### config.mk
export PLATFORM = sky130hd
export DESIGN_NAME = dtr_front
export DESIGN_NICKNAME = d
export VERILOG_FILES = /design/src/design/dtr_pkg.sv /design/src/design/dtr_front.sv
export SDC_FILE = /design/constraint.sdc
export NUM_CORES = 1
export LEC_CHECK = 0
export ABC_CLOCK_PERIOD_IN_PS = 6600
export BUFFER_PORTS_ARGS = -buffer_cell sky130_fd_sc_hd__buf_2
export CORE_MARGIN = 8
export CORE_UTILIZATION = 58
export CTS_CLUSTER_SIZE = 24
export DETAILED_ROUTE_END_ITERATION = 12
export PLACE_DENSITY = 0.81
export SLEW_MARGIN = 20
export SYNTH_ARGS = -nofsm -noshare
export SYNTH_HDL_FRONTEND = slang
export SYNTH_SLANG_ARGS = --single-unit
export TNS_END_PERCENT = 20
### constraint.sdc
create_clock -name i_clk -period 6.6 [get_ports i_clk]
set_input_delay 0.33 -clock i_clk [delete_from_list [all_inputs] [get_ports i_clk]]
set_output_delay 0.33 -clock i_clk [all_outputs]
set_load 0.01 [all_outputs]
### src/design/dtr_pkg.sv
`timescale 1ns / 1ps
// ----------------------------------------------------------------------------
// dtr_pkg
// Shared types, constants and tables for the dose-to-RGBA colormap pipeline.
// ----------------------------------------------------------------------------
package dtr_pkg;

    localparam int DOSE_FRAC_BITS = 16;
    localparam int ISO_LEVELS     = 7;
    localparam int RONE           = 65536;
    localparam int RW             = 19;   // signed ratio, Q.16, range [-1, +2]
    localparam int NUM_W          = 32;
    localparam int DEN_W          = 32;
    localparam int QB             = 18;   // quotient bits below the saturation point
    localparam int REM_W          = 50;

    localparam logic [31:0] VIS_THR =
        32'((64'd1 << DOSE_FRAC_BITS) / 64'd1000000);

    localparam logic [1:0] MODE_SIMPLE = 2'd0;
    localparam logic [1:0] MODE_COLOR  = 2'd1;
    localparam logic [1:0] MODE_ISO    = 2'd2;
    localparam logic [1:0] MODE_HOT    = 2'd3;

    localparam logic [1:0] REG_MODE = 2'd0;
    localparam logic [1:0] REG_WMIN = 2'd1;
    localparam logic [1:0] REG_WMAX = 2'd2;
    localparam logic [1:0] REG_REF  = 2'd3;

    localparam int HOT_T1 = 21627;
    localparam int HOT_T2 = 43254;

    typedef struct packed {
        logic [1:0]         mode;
        logic signed [31:0] wmin;
        logic signed [31:0] wmax;
        logic [30:0]        refd;
    } t_cfg;

    typedef struct packed {
        logic shown;
        logic neg;
        logic use_div;
        logic sgn_pos;
        logic sgn_neg;
    } t_side;

    typedef struct packed {
        logic [7:0] a;
        logic [7:0] b;
        logic [7:0] g;
        logic [7:0] r;
    } t_rgba;

    typedef struct packed {
        logic [31:0] level;
        t_rgba       px;
    } t_iso;

    function automatic t_iso iso_row(input logic [3:0] idx);
        t_iso row;
        case (idx)
            4'd0: row = '{32'd62259, '{8'd180, 8'd0,   8'd0,   8'd255}};
            4'd1: row = '{32'd58982, '{8'd162, 8'd0,   8'd128, 8'd255}};
            4'd2: row = '{32'd52429, '{8'd144, 8'd0,   8'd255, 8'd255}};
            4'd3: row = '{32'd45875, '{8'd126, 8'd0,   8'd255, 8'd0}};
            4'd4: row = '{32'd32768, '{8'd108, 8'd255, 8'd255, 8'd0}};
            4'd5: row = '{32'd19661, '{8'd90,  8'd255, 8'd0,   8'd0}};
            4'd6: row = '{32'd6554,  '{8'd72,  8'd255, 8'd0,   8'd128}};
            default: row = '{32'h7FFF_FFFF, '{8'd0, 8'd0, 8'd0, 8'd0}};
        endcase
        return row;
    endfunction

endpackage

### src/design/dtr_front.sv
`timescale 1ns / 1ps
// ----------------------------------------------------------------------------
// dtr_front
// Visibility test and selection of numerator and divisor for the ratio.
// ----------------------------------------------------------------------------
module dtr_front
    import dtr_pkg::*;
(
    input  logic                i_clk,
    input  logic                i_rst_n,
    input  logic                i_en,
    input  logic                i_vld,
    input  logic signed [31:0]  i_dose,
    input  t_cfg                i_cfg,
    output logic                o_vld,
    output t_side               o_side,
    output logic [NUM_W-1:0]    o_num,
    output logic [DEN_W-1:0]    o_den
);

    logic               r_vld;
    t_side              r_side;
    logic [NUM_W-1:0]   r_num;
    logic [DEN_W-1:0]   r_den;

    t_side              n_side;
    logic [NUM_W-1:0]   n_num;
    logic [DEN_W-1:0]   n_den;

    logic               win;
    logic signed [32:0] neg_v;
    logic signed [32:0] neg_mn;
    logic [31:0]        av;
    logic [31:0]        amn;
    logic signed [31:0] vc;
    logic signed [32:0] diff;
    logic signed [32:0] span;

    always_comb begin
        win    = i_cfg.wmax > i_cfg.wmin;
        neg_v  = -(33'(i_dose));
        neg_mn = -(33'(i_cfg.wmin));
        av     = i_dose[31] ? neg_v[31:0] : i_dose[31:0];
        amn    = i_cfg.wmin[31] ? neg_mn[31:0] : i_cfg.wmin[31:0];
        vc     = (i_dose < i_cfg.wmax) ? i_dose : i_cfg.wmax;
        diff   = 33'(vc) - 33'(i_cfg.wmin);
        span   = 33'(i_cfg.wmax) - 33'(i_cfg.wmin);

        n_side = '0;
        n_num  = av;
        n_den  = '0;
        if (win) begin
            n_side.shown = (i_dose >= i_cfg.wmin) || i_dose[31];
        end else begin
            n_side.shown = av > VIS_THR;
        end

        if (i_cfg.mode == MODE_ISO && i_cfg.refd != '0) begin
            n_side.use_div = 1'b1;
            n_side.neg     = i_dose[31];
            n_den          = {1'b0, i_cfg.refd};
        end else if (win) begin
            n_side.use_div = 1'b1;
            if (i_dose[31]) begin
                n_side.neg = 1'b1;
                n_den      = amn;
            end else begin
                n_num = diff[31:0];
                n_den = span[31:0];
            end
        end else begin
            n_side.sgn_pos = !i_dose[31] && (i_dose != '0);
            n_side.sgn_neg = i_dose[31];
        end
    end

    always_ff @(posedge i_clk) begin
        if (!i_rst_n) begin
            r_vld <= 1'b0;
        end else if (i_en) begin
            r_vld <= i_vld;
        end
    end

    always_ff @(posedge i_clk) begin
        if (i_en) begin
            r_side <= n_side;
            r_num  <= n_num;
            r_den  <= n_den;
        end
    end

    assign o_vld  = r_vld;
    assign o_side = r_side;
    assign o_num  = r_num;
    assign o_den  = r_den;

endmodule

==> run summary <==
Chip Width: 148 µm
number of pins with negative max-slew slack in the final report: 0
Avg WL per Cell: 19.5 µm
number of global-route vias before repair: 10100
Power Density: 197 mW/mm²
most used flip-flop cell after synthesis: edfxtp_1
maximum clock frequency: 181 MHz
fraction of the cycle the final worst path needs: 83.8%
number of setup buffers added after CTS: 0
Final Skew: 0 ps
worst setup path category: in2reg
vertical die dimension: 148 µm
global-route usage over all layers: 29.0%
post-synthesis instance area: 0.0102 mm²
Post-Route Hold Slack: 192 ps
P&R area growth vs syn: 14.1%
async set-or-reset flop fraction in the synthesized netlist: 0%
sort of element at the end of the critical path: register
sum of routed wire length over all layers: 32.6 mm
Syn Area/Cell: 7.91 µm²
setup TNS: 0 ps
total power consumption of the routed design: 2.29 mW
IO Pins: 203
leakage power of the design: 5.29 nW
count of vias placed by the detailed router: 10600
biggest fanout along the worst timing path: 53
largest cells by area after synthesis: edfxtp_1 20%, ha_1 16%, xnor2_1 6.6%, o21ai_0 5.7%, nand2_1 5.0%
clock root buffer: clkbuf_16
post-cts hold buffer count: 0
Inserted Clock Buffers: 9
area enclosed by the die boundary: 0.0220 mm²
number of DRC markers after the initial detailed-route iteration: 1122
RePlAce Congestion: 0.973
CTS Sinks: 70
deepest clock path buffer count: 2
cell with the biggest individual delay on the critical path: buf_4
maximum number of pins on one net before global-route repair: 71
H-tree levels: 3
register area share after synthesis: 20.6%
number of warnings printed during yosys synthesis: 0
dominant cell type by area after synthesis: edfxtp_1
later-pin clock latency in the skew report: 340 ps
Post-Synthesis Cells: 1284
per-cell via count in the routed design: 6.29
# port buffers: 202
clock-pin slew of the registers on the worst-case setup and hold paths: 60 ps
Min Clock Period, post-route: 5530 ps
worst rel slew slack: 28.0%
required time of the critical path: 6690 ps
effective utilization at floorplan: 58.9%
final non-filler cell total: 1677
TritonCTS clock tree: yes
slack of the critical path: 1070 ps
unrepaired setup endpoints after global routing: no
maximum single-stage delay on the critical path: 480 ps
share of cells above drive strength 1: 17.7%
number of standard-cell rows in the floorplan: 48
first-pass GRT wire length: 51.5 mm
Antenna Violating Nets Remaining: 0
number of iterations in the first detailed-routing pass: 6
arrival time of the worst setup path: 5620 ps
peak ir drop on the vdd network: 0.149 mV
max-capacitance violation count: 0
antenna violations before repair: 2
cell repeated most along the worst path: a21o_1
# resized after CTS: 0
unique cell type count in the Yosys netlist: 81
total gr overflow: 0
outcome: finished clean
number of register bits inferred by synthesis: 70
standard cell core area: 0.0172 mm²
Startpoint Class: input port
total number of nets in the final design: 1709
Post-Syn Nets: 1548
Placement Setup Slack: 737 ps
placement-stage cell area: 0.0113 mm²
DRC viols: 0
final instance area: 0.0116 mm²
share of Yosys cell area claimed by the top area cell type: 20.4%
post-detail-place hpwl: 25.8 mm
transition time of the tightest slew-check pin: 1080 ps
share of the core filled with cells in the final layout: 67.2%
placed cell count: 1659
final count of hold timing violations: 0
Hold Crit Class: in2reg
final setup fails: 0
crit-path cells: buf_2 > ha_1 > a21o_1 > a21o_1 > a211o_1 > a31oi_1 > o211ai_1 > a21oi_1 > xnor2_2 > buf_4 > o21ai_0 > ha_1 > a21o_1 > a221oi_1 > nand2_1 > o211ai_1 > o21ai_1 > a31oi_1 > o21ai_0 > a211oi_1 > xor2_1 > a21oi_1
number of synthesized flops with an enable pin: 69
worst paths after layout:
kind | startpoint | to | slack, ps | cells after the start
setup reg to reg | o_vld | o_vld | 6000 | 2
hold reg to reg | o_vld | o_vld | 530 | 2
setup / recovery | i_dose[9] | o_num[30] | 1070 | 22
hold / removal | i_rst_n | o_vld | 190 | 2
state kept, by name, indices dropped and copies added, names as in the netlist:
| signal | flops |
|---|---|
| o_side | 5 |
| o_vld | 1 |
| o_den | 32 |
| o_num | 32 |
cells in the final DEF, fill, tap and decap left out, drive strengths merged, types with 5 or more instances in the layout:
master,n
and3,13
nand2b,10
o21a,13
xor2,33
a32oi,6
nand4,23
a211oi,13
o21bai,6
clkbuf,12
inv,81
a21oi,98
or3,20
o41ai,7
a21o,58
xnor2,76
nor4,17
a31oi,13
a22o,5
o31ai,23
edfxtp,69
nor2,63
nand3,23
o21ai,134
a21boi,5
nand2,135
ha,129
nor2b,22
mux2i,12
or4,10
or2,6
nor3,22
buf,210
o211ai,13
cell usage after synthesis, types with 15 or more instances:
cell / number
nor3_1: 20
clkbuf_1: 42
a21oi_1: 98
nand4_1: 23
nor4_1: 16
nand2_1: 135
o31ai_1: 20
a21o_1: 58
xor2_1: 33
inv_1: 76
o21ai_0: 115
xnor2_1: 76
nor2b_1: 22
or3_1: 15
edfxtp_1: 69
nand3_1: 23
o21ai_1: 19
ha_1: 129
nor2_1: 63
kinds of logic (layout without fill, tap and decap cells):
group / count (synthesis) / after routing / share of synthesized area (%)
AOI/OAI and AO/OA: 437 / 437 / 27.6
and+or+nand+nor: 383 / 383 / 19.4
DFF: 70 / 70 / 20.6
other: 0 / 2 / 0
muxes: 12 / 12 / 1.18
buffers and inverters: 142 / 308 / 5.58
xor gates and xnor gates: 109 / 109 / 9.40
adders and majority gates: 131 / 131 / 16.3
report_power, final:
part	internal, mW	total, mW	switching (mW)	leakage, nW
clock	0.331	0.534	0.202	0.147
combinational	0.472	1.17	0.695	4.47
sequential	0.572	0.587	0.0148	0.680
layout make-up:
type / count / area (µm²)
timing repair buffer: 210 / 1070
tap: 225 / 282
sequential: 70 / 2090
clock inverter: 4 / 72.6
clock buffer: 12 / 236
inverter: 82 / 308
fill: 1488 / 5650
multi-input combinational: 1072 / 7520
antenna: 2 / 5.00
critical path: cells and delay by family:
family,cells,cell delay [ps]
buffers and inverters,2,660
XOR/XNOR,2,470
adder cells (fa/ha/maj),2,720
AND/OR/NAND/NOR,1,90
AO/OA/AOI/OAI,15,3340
metal layers:
metal	vias to the layer above	GRT usage [%]	wire length, µm
li1	5086	-	-
met1	4843	38.8	14100
met2	548	45.8	14600
met3	77	4.95	2920
met4	0	10.8	926
met5	-	0	0
Power figures use the tool's default switching activity.
