File: src/design/dtr_pkg.sv
`timescale 1ns / 1ps
// ----------------------------------------------------------------------------
// dtr_pkg
// Shared types, constants and tables for the dose-to-RGBA colormap pipeline.
// ----------------------------------------------------------------------------
package dtr_pkg;

    localparam int DOSE_FRAC_BITS = 16;
    localparam int ISO_LEVELS     = 7;
    localparam int RONE           = 65536;
    localparam int RW             = 19;   // signed ratio, Q.16, range [-1, +2]
    localparam int NUM_W          = 32;
    localparam int DEN_W          = 32;
    localparam int QB             = 18;   // quotient bits below the saturation point
    localparam int REM_W          = 50;

    localparam logic [31:0] VIS_THR =
        32'((64'd1 << DOSE_FRAC_BITS) / 64'd1000000);

    localparam logic [1:0] MODE_SIMPLE = 2'd0;
    localparam logic [1:0] MODE_COLOR  = 2'd1;
    localparam logic [1:0] MODE_ISO    = 2'd2;
    localparam logic [1:0] MODE_HOT    = 2'd3;

    localparam logic [1:0] REG_MODE = 2'd0;
    localparam logic [1:0] REG_WMIN = 2'd1;
    localparam logic [1:0] REG_WMAX = 2'd2;
    localparam logic [1:0] REG_REF  = 2'd3;

    localparam int HOT_T1 = 21627;
    localparam int HOT_T2 = 43254;

    typedef struct packed {
        logic [1:0]         mode;
        logic signed [31:0] wmin;
        logic signed [31:0] wmax;
        logic [30:0]        refd;
    } t_cfg;

    typedef struct packed {
        logic shown;
        logic neg;
        logic use_div;
        logic sgn_pos;
        logic sgn_neg;
    } t_side;

    typedef struct packed {
        logic [7:0] a;
        logic [7:0] b;
        logic [7:0] g;
        logic [7:0] r;
    } t_rgba;

    typedef struct packed {
        logic [31:0] level;
        t_rgba       px;
    } t_iso;

    function automatic t_iso iso_row(input logic [3:0] idx);
        t_iso row;
        case (idx)
            4'd0: row = '{32'd62259, '{8'd180, 8'd0,   8'd0,   8'd255}};
            4'd1: row = '{32'd58982, '{8'd162, 8'd0,   8'd128, 8'd255}};
            4'd2: row = '{32'd52429, '{8'd144, 8'd0,   8'd255, 8'd255}};
            4'd3: row = '{32'd45875, '{8'd126, 8'd0,   8'd255, 8'd0}};
            4'd4: row = '{32'd32768, '{8'd108, 8'd255, 8'd255, 8'd0}};
            4'd5: row = '{32'd19661, '{8'd90,  8'd255, 8'd0,   8'd0}};
            4'd6: row = '{32'd6554,  '{8'd72,  8'd255, 8'd0,   8'd128}};
            default: row = '{32'h7FFF_FFFF, '{8'd0, 8'd0, 8'd0, 8'd0}};
        endcase
        return row;
    endfunction

endpackage

File: src/design/dtr_div.sv
`timescale 1ns / 1ps
// ----------------------------------------------------------------------------
// dtr_div
// Pipelined restoring divider, one quotient bit per stage, and ratio
// saturation to the signed Q.16 range [-1, +2].
// ----------------------------------------------------------------------------
module dtr_div
    import dtr_pkg::*;
(
    input  logic                   i_clk,
    input  logic                   i_rst_n,
    input  logic                   i_en,
    input  logic                   i_vld,
    input  t_side                  i_side,
    input  logic [NUM_W-1:0]       i_num,
    input  logic [DEN_W-1:0]       i_den,
    output logic                   o_vld,
    output t_side                  o_side,
    output logic signed [RW-1:0]   o_ratio
);

    localparam logic signed [RW-1:0] R_LO = RW'(-RONE);
    localparam logic signed [RW-1:0] R_HI = RW'(2 * RONE);

    logic              r_vld  [0:QB];
    t_side             r_side [0:QB];
    logic [REM_W-1:0]  r_rem  [0:QB];
    logic [DEN_W-1:0]  r_den  [0:QB];
    logic [QB-1:0]     r_q    [0:QB];
    logic              r_sat  [0:QB];
    logic              r_nz   [0:QB];

    logic                  r_out_vld;
    t_side                 r_out_side;
    logic signed [RW-1:0]  r_ratio;

    logic                  n_sat;
    logic [QB-1:0]         qm;
    logic [QB-1:0]         mag;
    logic signed [RW-1:0]  n_ratio;

    assign n_sat = ({2'b0, i_num} >= {i_den, 2'b0}) && (i_num != '0);

    always_ff @(posedge i_clk) begin
        if (!i_rst_n) begin
            r_vld[0] <= 1'b0;
        end else if (i_en) begin
            r_vld[0] <= i_vld;
        end
    end

    always_ff @(posedge i_clk) begin
        if (i_en) begin
            r_side[0] <= i_side;
            r_rem[0]  <= REM_W'(i_num) << 16;
            r_den[0]  <= i_den;
            r_q[0]    <= '0;
            r_sat[0]  <= n_sat;
            r_nz[0]   <= i_num != '0;
        end
    end

    for (genvar s = 0; s < QB; s++) begin : g_stage
        localparam int K = QB - 1 - s;
        logic [REM_W-1:0] cmp;
        logic             ge;

        assign cmp = REM_W'(r_den[s]) << K;
        assign ge  = r_rem[s] >= cmp;

        always_ff @(posedge i_clk) begin
            if (!i_rst_n) begin
                r_vld[s+1] <= 1'b0;
            end else if (i_en) begin
                r_vld[s+1] <= r_vld[s];
            end
        end

        always_ff @(posedge i_clk) begin
            if (i_en) begin
                r_side[s+1] <= r_side[s];
                r_rem[s+1]  <= ge ? (r_rem[s] - cmp) : r_rem[s];
                r_den[s+1]  <= r_den[s];
                r_q[s+1]    <= r_q[s] | (ge ? (QB'(1) << K) : '0);
                r_sat[s+1]  <= r_sat[s];
                r_nz[s+1]   <= r_nz[s];
            end
        end
    end

    always_comb begin
        if (r_sat[QB]) begin
            qm = QB'(2 * RONE);
        end else if (r_q[QB] == '0 && r_nz[QB]) begin
            qm = QB'(1);
        end else begin
            qm = r_q[QB];
        end

        if (r_side[QB].neg) begin
            mag = (qm > QB'(RONE)) ? QB'(RONE) : qm;
        end else begin
            mag = (qm > QB'(2 * RONE)) ? QB'(2 * RONE) : qm;
        end

        if (!r_side[QB].use_div) begin
            if (r_side[QB].sgn_pos) begin
                n_ratio = RW'(RONE);
            end else if (r_side[QB].sgn_neg) begin
                n_ratio = R_LO;
            end else begin
                n_ratio = '0;
            end
        end else if (r_side[QB].neg) begin
            n_ratio = -RW'(mag);
        end else begin
            n_ratio = RW'(mag);
        end
    end

    always_ff @(posedge i_clk) begin
        if (!i_rst_n) begin
            r_out_vld <= 1'b0;
        end else if (i_en) begin
            r_out_vld <= r_vld[QB];
        end
    end

    always_ff @(posedge i_clk) begin
        if (i_en) begin
            r_out_side <= r_side[QB];
            r_ratio    <= n_ratio;
        end
    end

    assign o_vld   = r_out_vld;
    assign o_side  = r_out_side;
    assign o_ratio = r_ratio;

    a_ratio_range: assert property (@(posedge i_clk) disable iff (!i_rst_n)
        r_out_vld |-> (r_ratio >= R_LO && r_ratio <= R_HI))
        else $error("ratio out of range");

    a_sat_zero_free: assert property (@(posedge i_clk) disable iff (!i_rst_n)
        (i_en && r_vld[QB] && r_side[QB].use_div && r_nz[QB]) |=> (r_ratio != '0))
        else $error("nonzero numerator gave zero ratio");

endmodule

File: config.mk
export PLATFORM = sky130hd
export DESIGN_NAME = dtr_div
export DESIGN_NICKNAME = d
export VERILOG_FILES = /design/src/design/dtr_pkg.sv /design/src/design/dtr_div.sv
export SDC_FILE = /design/constraint.sdc
export NUM_CORES = 2
export LEC_CHECK = 0
export BUFFER_PORTS_ARGS = -buffer_cell sky130_fd_sc_hd__buf_2
export CORE_UTILIZATION = 55
export DETAILED_ROUTE_END_ITERATION = 7
export GPL_ROUTABILITY_DRIVEN = 0
export PLACE_DENSITY_LB_ADDON = 0.12
export REMOVE_ABC_BUFFERS = 1
export SETUP_SLACK_MARGIN = 0.05
export SYNTH_ARGS = -nofsm -noshare
export SYNTH_HDL_FRONTEND = slang
export SYNTH_SLANG_ARGS = --single-unit
File: constraint.sdc
create_clock -name i_clk -period 4.1 [get_ports i_clk]
set_input_delay 0.82 -clock i_clk [delete_from_list [all_inputs] [get_ports i_clk]]
set_output_delay 0.82 -clock i_clk [all_outputs]
set_load 0.01 [all_outputs]
==> impl_metrics.toml <==
[global_routing]
grt_pass1_vias = 62921
overflow = 0
grt_max_degree = 160
antenna_found_initial = 3
track_usage = 0.2285
grt_busiest_layer = "met2"
grt_first_pass_wirelength_mm = 306.6
grt_use_met1 = 0.2108
grtUsageMet3 = 0.02924
grtUsageMet2 = 0.4502

[route]
first_iter_violations = 3523
drt-total-wl_mm = 191.2
dr.pass1.iters = 6
vias = 61618
drc = 0
wl_per_cell_um = 17.71
vias_per_cell = 5.709
drtAntennaViolNets = 0

[critical_path]
critPathRequiredTime_ns = 4.64
setup.worst_path.end_class = "register"
reg2regPathDepth = 12
cp_max_fo = 4
worst-path-buf-inv = 1
worst_ep_arrival_time_ns = 4.51
worst-path-stages = 12
critical_path_class = "reg -> reg"
cp_common_cell = "nor3_1"
cp_slowest_stage_delay_ns = 0.87
cp-start-kind = "register"
crit_family = "compound AO/OA/AOI/OAI gates"
crit_chain = "fa_1 -> nor2b_1 -> o31a_1 -> o32ai_1 -> buf_4 -> nor3_1 -> nor3_1 -> o31ai_1 -> a31oi_1 -> or3_1 -> nand4_1 -> xnor2_1"
slowest_stage = "o31ai_1"

[cts]
path_clk_slew_ns = 0.06
cts_root_buf = "clkbuf_16"
cts_buffers = 178
cts_sinks = 1654
insertion_delay_ns = 0.81
cts_tree = "built"
htree_levels = 4
clock_path_buffers = 3

[yosys]
avgSynthCellArea_um2 = 11.15
ys_ff_latch = 1654
async_reset_ff_frac = 0
yosysUniqueCellTypes = 88
synth_seq_area_share = 0.5480
synth-edff-count = 1652
synth_flop_cell = "edfxtp_1"
netlist_instances = 8128
synthTopCellsByArea = "edfxtp_1 (55%), ha_1 (8.4%), a21oi_1 (3.6%)"
yosys.area.top_type = "edfxtp_1"
synth.top_cell.area_share = 0.5476
netlist_area_um2 = 90590
yosys_warnings = 0

[timing]
final.setup.worst_slack_ns = 0.1304
slew_headroom = 0.3125
maxSlewViolCount = 0
hold_viol = 0
period_minus_slack_ns = 3.970
clock_skew_ns = 0.02573
grt_setup_unrepaired = "false"
tightest_slew_ns = 1.022
setup_viol = 0
min_period_over_period = 0.9682
max_freq_ghz = 0.2519

[power_and_ir_drop]
power_w = 0.06757
p_clk_frac = 0.231
pwr_density_cell_nw_per_um2 = 667.8
swShare = 0.3440
p_int_w = 0.04433
pwr-share-comb = 0.387
ir_drop_v = 0.0005049
seq_power_share = 0.382
leakage_nw = 40.70
power.switching_w = 0.02325

[floorplan]
pin_count = 98
core_area_um2 = 163100
die_y_um = 407.8
die_x_um = 407.8
initial_core_util = 0.5553
die_area_um2 = 166300
rows = 148

[min_path]
hold-path-cell-count = 1
min_path_type = "in -> reg"

[place]
place_inst = 10459
place_area_um2 = 95380
port_buffers = 97
pre_cts_ws_ns = -0.1736
dp_hpwl_mm = 145.4

[cells_and_area]
final-instance-count-excl-fill = 10794
syn2layout_area_growth_pct = 11.71
fin_nets = 9163
layout-drive-gt1-share = 0.08726
design_area_um2 = 101200

[outcome]
outcome = "finished, final reports clean"

[job]
maxCapViolCount = 0
## timing repair
item / in CTS / in global routing
pin swaps: 1 / 3
endpoints found under the setup margin: 34 / 80
hold endpoints to repair: 0 / 0
gates resized for setup: 2 / 14
hold buffers: 0 / 0
buffers inserted: 1 / 3
## cell usage in the layout (no fill, tap or decap), types with 112 or more instances in the layout
master / count
nor3_1: 129
clkbuf_16: 178
nand4_1: 112
ha_1: 605
nor2_1: 505
edfxtp_1: 1652
inv_1: 774
a21oi_1: 655
a21o_1: 301
xnor2_1: 356
o21ai_0: 551
xor2_1: 239
nand3_1: 135
nand2_1: 640
buf_4: 219
## worst register-to-register path: stages, from the launching register on
cell and delay [ns]:
edfxtp_1 0.45, fa_1 0.47, nor2b_1 0.18, o31a_1 0.22
o32ai_1 0.11, buf_4 0.17, nor3_1 0.19, nor3_1 0.13
o31ai_1 0.87, a31oi_1 0.31, or3_1 0.44, nand4_1 0.12
xnor2_1 0.07
## cell families (layout without fill, tap and decap cells)
family | after synthesis | after routing | share of synthesized area
and+or+nand+nor | 2104 | 2104 | 0.1128
xor gates and xnor gates | 595 | 595 | 0.05753
other | 0 | 1 | 0
muxes | 85 | 85 | 0.01044
DFF | 1654 | 1654 | 0.5480
AOI/OAI and AO/OA | 2105 | 2105 | 0.1436
adders and majority gates | 622 | 622 | 0.08732
buffers and inverters | 963 | 1453 | 0.04029
## sequential cells by signal, indices dropped and copies added (netlist names)
name	cells
o_side	5
r_rem	730
r_nz	19
o_vld	1
r_vld	19
r_den	576
r_q	171
r_side	95
r_sat	19
o_ratio	19
## path summary, 6_finish.rpt
check                         start                       to  slack (ns)
max          r_den[15][0]$_DFFE_PP_  r_rem[16][44]$_DFFE_PP_        0.13
min                       i_side[2]   r_side[0][2]$_DFFE_PP_        0.19
max reg2reg  r_den[15][0]$_DFFE_PP_  r_rem[16][44]$_DFFE_PP_        0.13
min reg2reg       r_nz[5]$_DFFE_PP_        r_nz[6]$_DFFE_PP_        0.40
## cell usage after synthesis (52+ instances only)
| master | instances |
|---|---|
| nor3_1 | 129 |
| nand4_1 | 112 |
| nand2b_1 | 108 |
| a21oi_1 | 656 |
| xor2_1 | 239 |
| o21a_1 | 100 |
| o21ai_0 | 555 |
| clkbuf_1 | 160 |
| a211oi_1 | 52 |
| nand2_1 | 641 |
| edfxtp_1 | 1652 |
| mux2_2 | 76 |
| nand3_1 | 136 |
| nor2b_1 | 81 |
| inv_1 | 776 |
| a31oi_1 | 54 |
| o31ai_1 | 57 |
| o21bai_1 | 53 |
| xnor2_1 | 356 |
| and3_1 | 79 |
| ha_1 | 605 |
| nor2_1 | 505 |
| a21o_1 | 301 |
| nor4_1 | 75 |
## cell type report
cell class	instances	area, um2
fill	12593	61940
clock inverter	104	1066
clock buffer	226	4664
timing repair buffer	346	2726
multi-input combinational	5511	37450
sequential	1654	49650
antenna	1	2.502
inverter	777	2917
tap	2175	2721
## routing by layer
metal,up-vias,share of wire,wire (um)
li1,30516,-,-
met1,28802,0.35,66020
met2,1580,0.55,104200
met3,720,0.030,5820
met4,0,0.079,15120
met5,-,0,0
## through the flow
step	hold slack (ns)	utilization	TNS (ns)
floorplan	0.4003	-	-164.46
global placement	0.4007	0.5846	-3.155
detailed placement	0.4045	0.5847	-4.002
CTS	0.1172	0.6199	0
global route	0.1348	0.6203	0
finish	0.1864	0.6203	0
## power groups by stage
stage                     registers [W]  logic (W)  clock network, W
final                            0.0258     0.0261            0.0156
after floorplan                  0.0254     0.0195                 0
after CTS                        0.0258     0.0258            0.0160
after global routing             0.0262     0.0289            0.0166
after detailed placement         0.0261     0.0257                 0
after global placement           0.0260     0.0250                 0
Power figures use the tool's default switching activity.
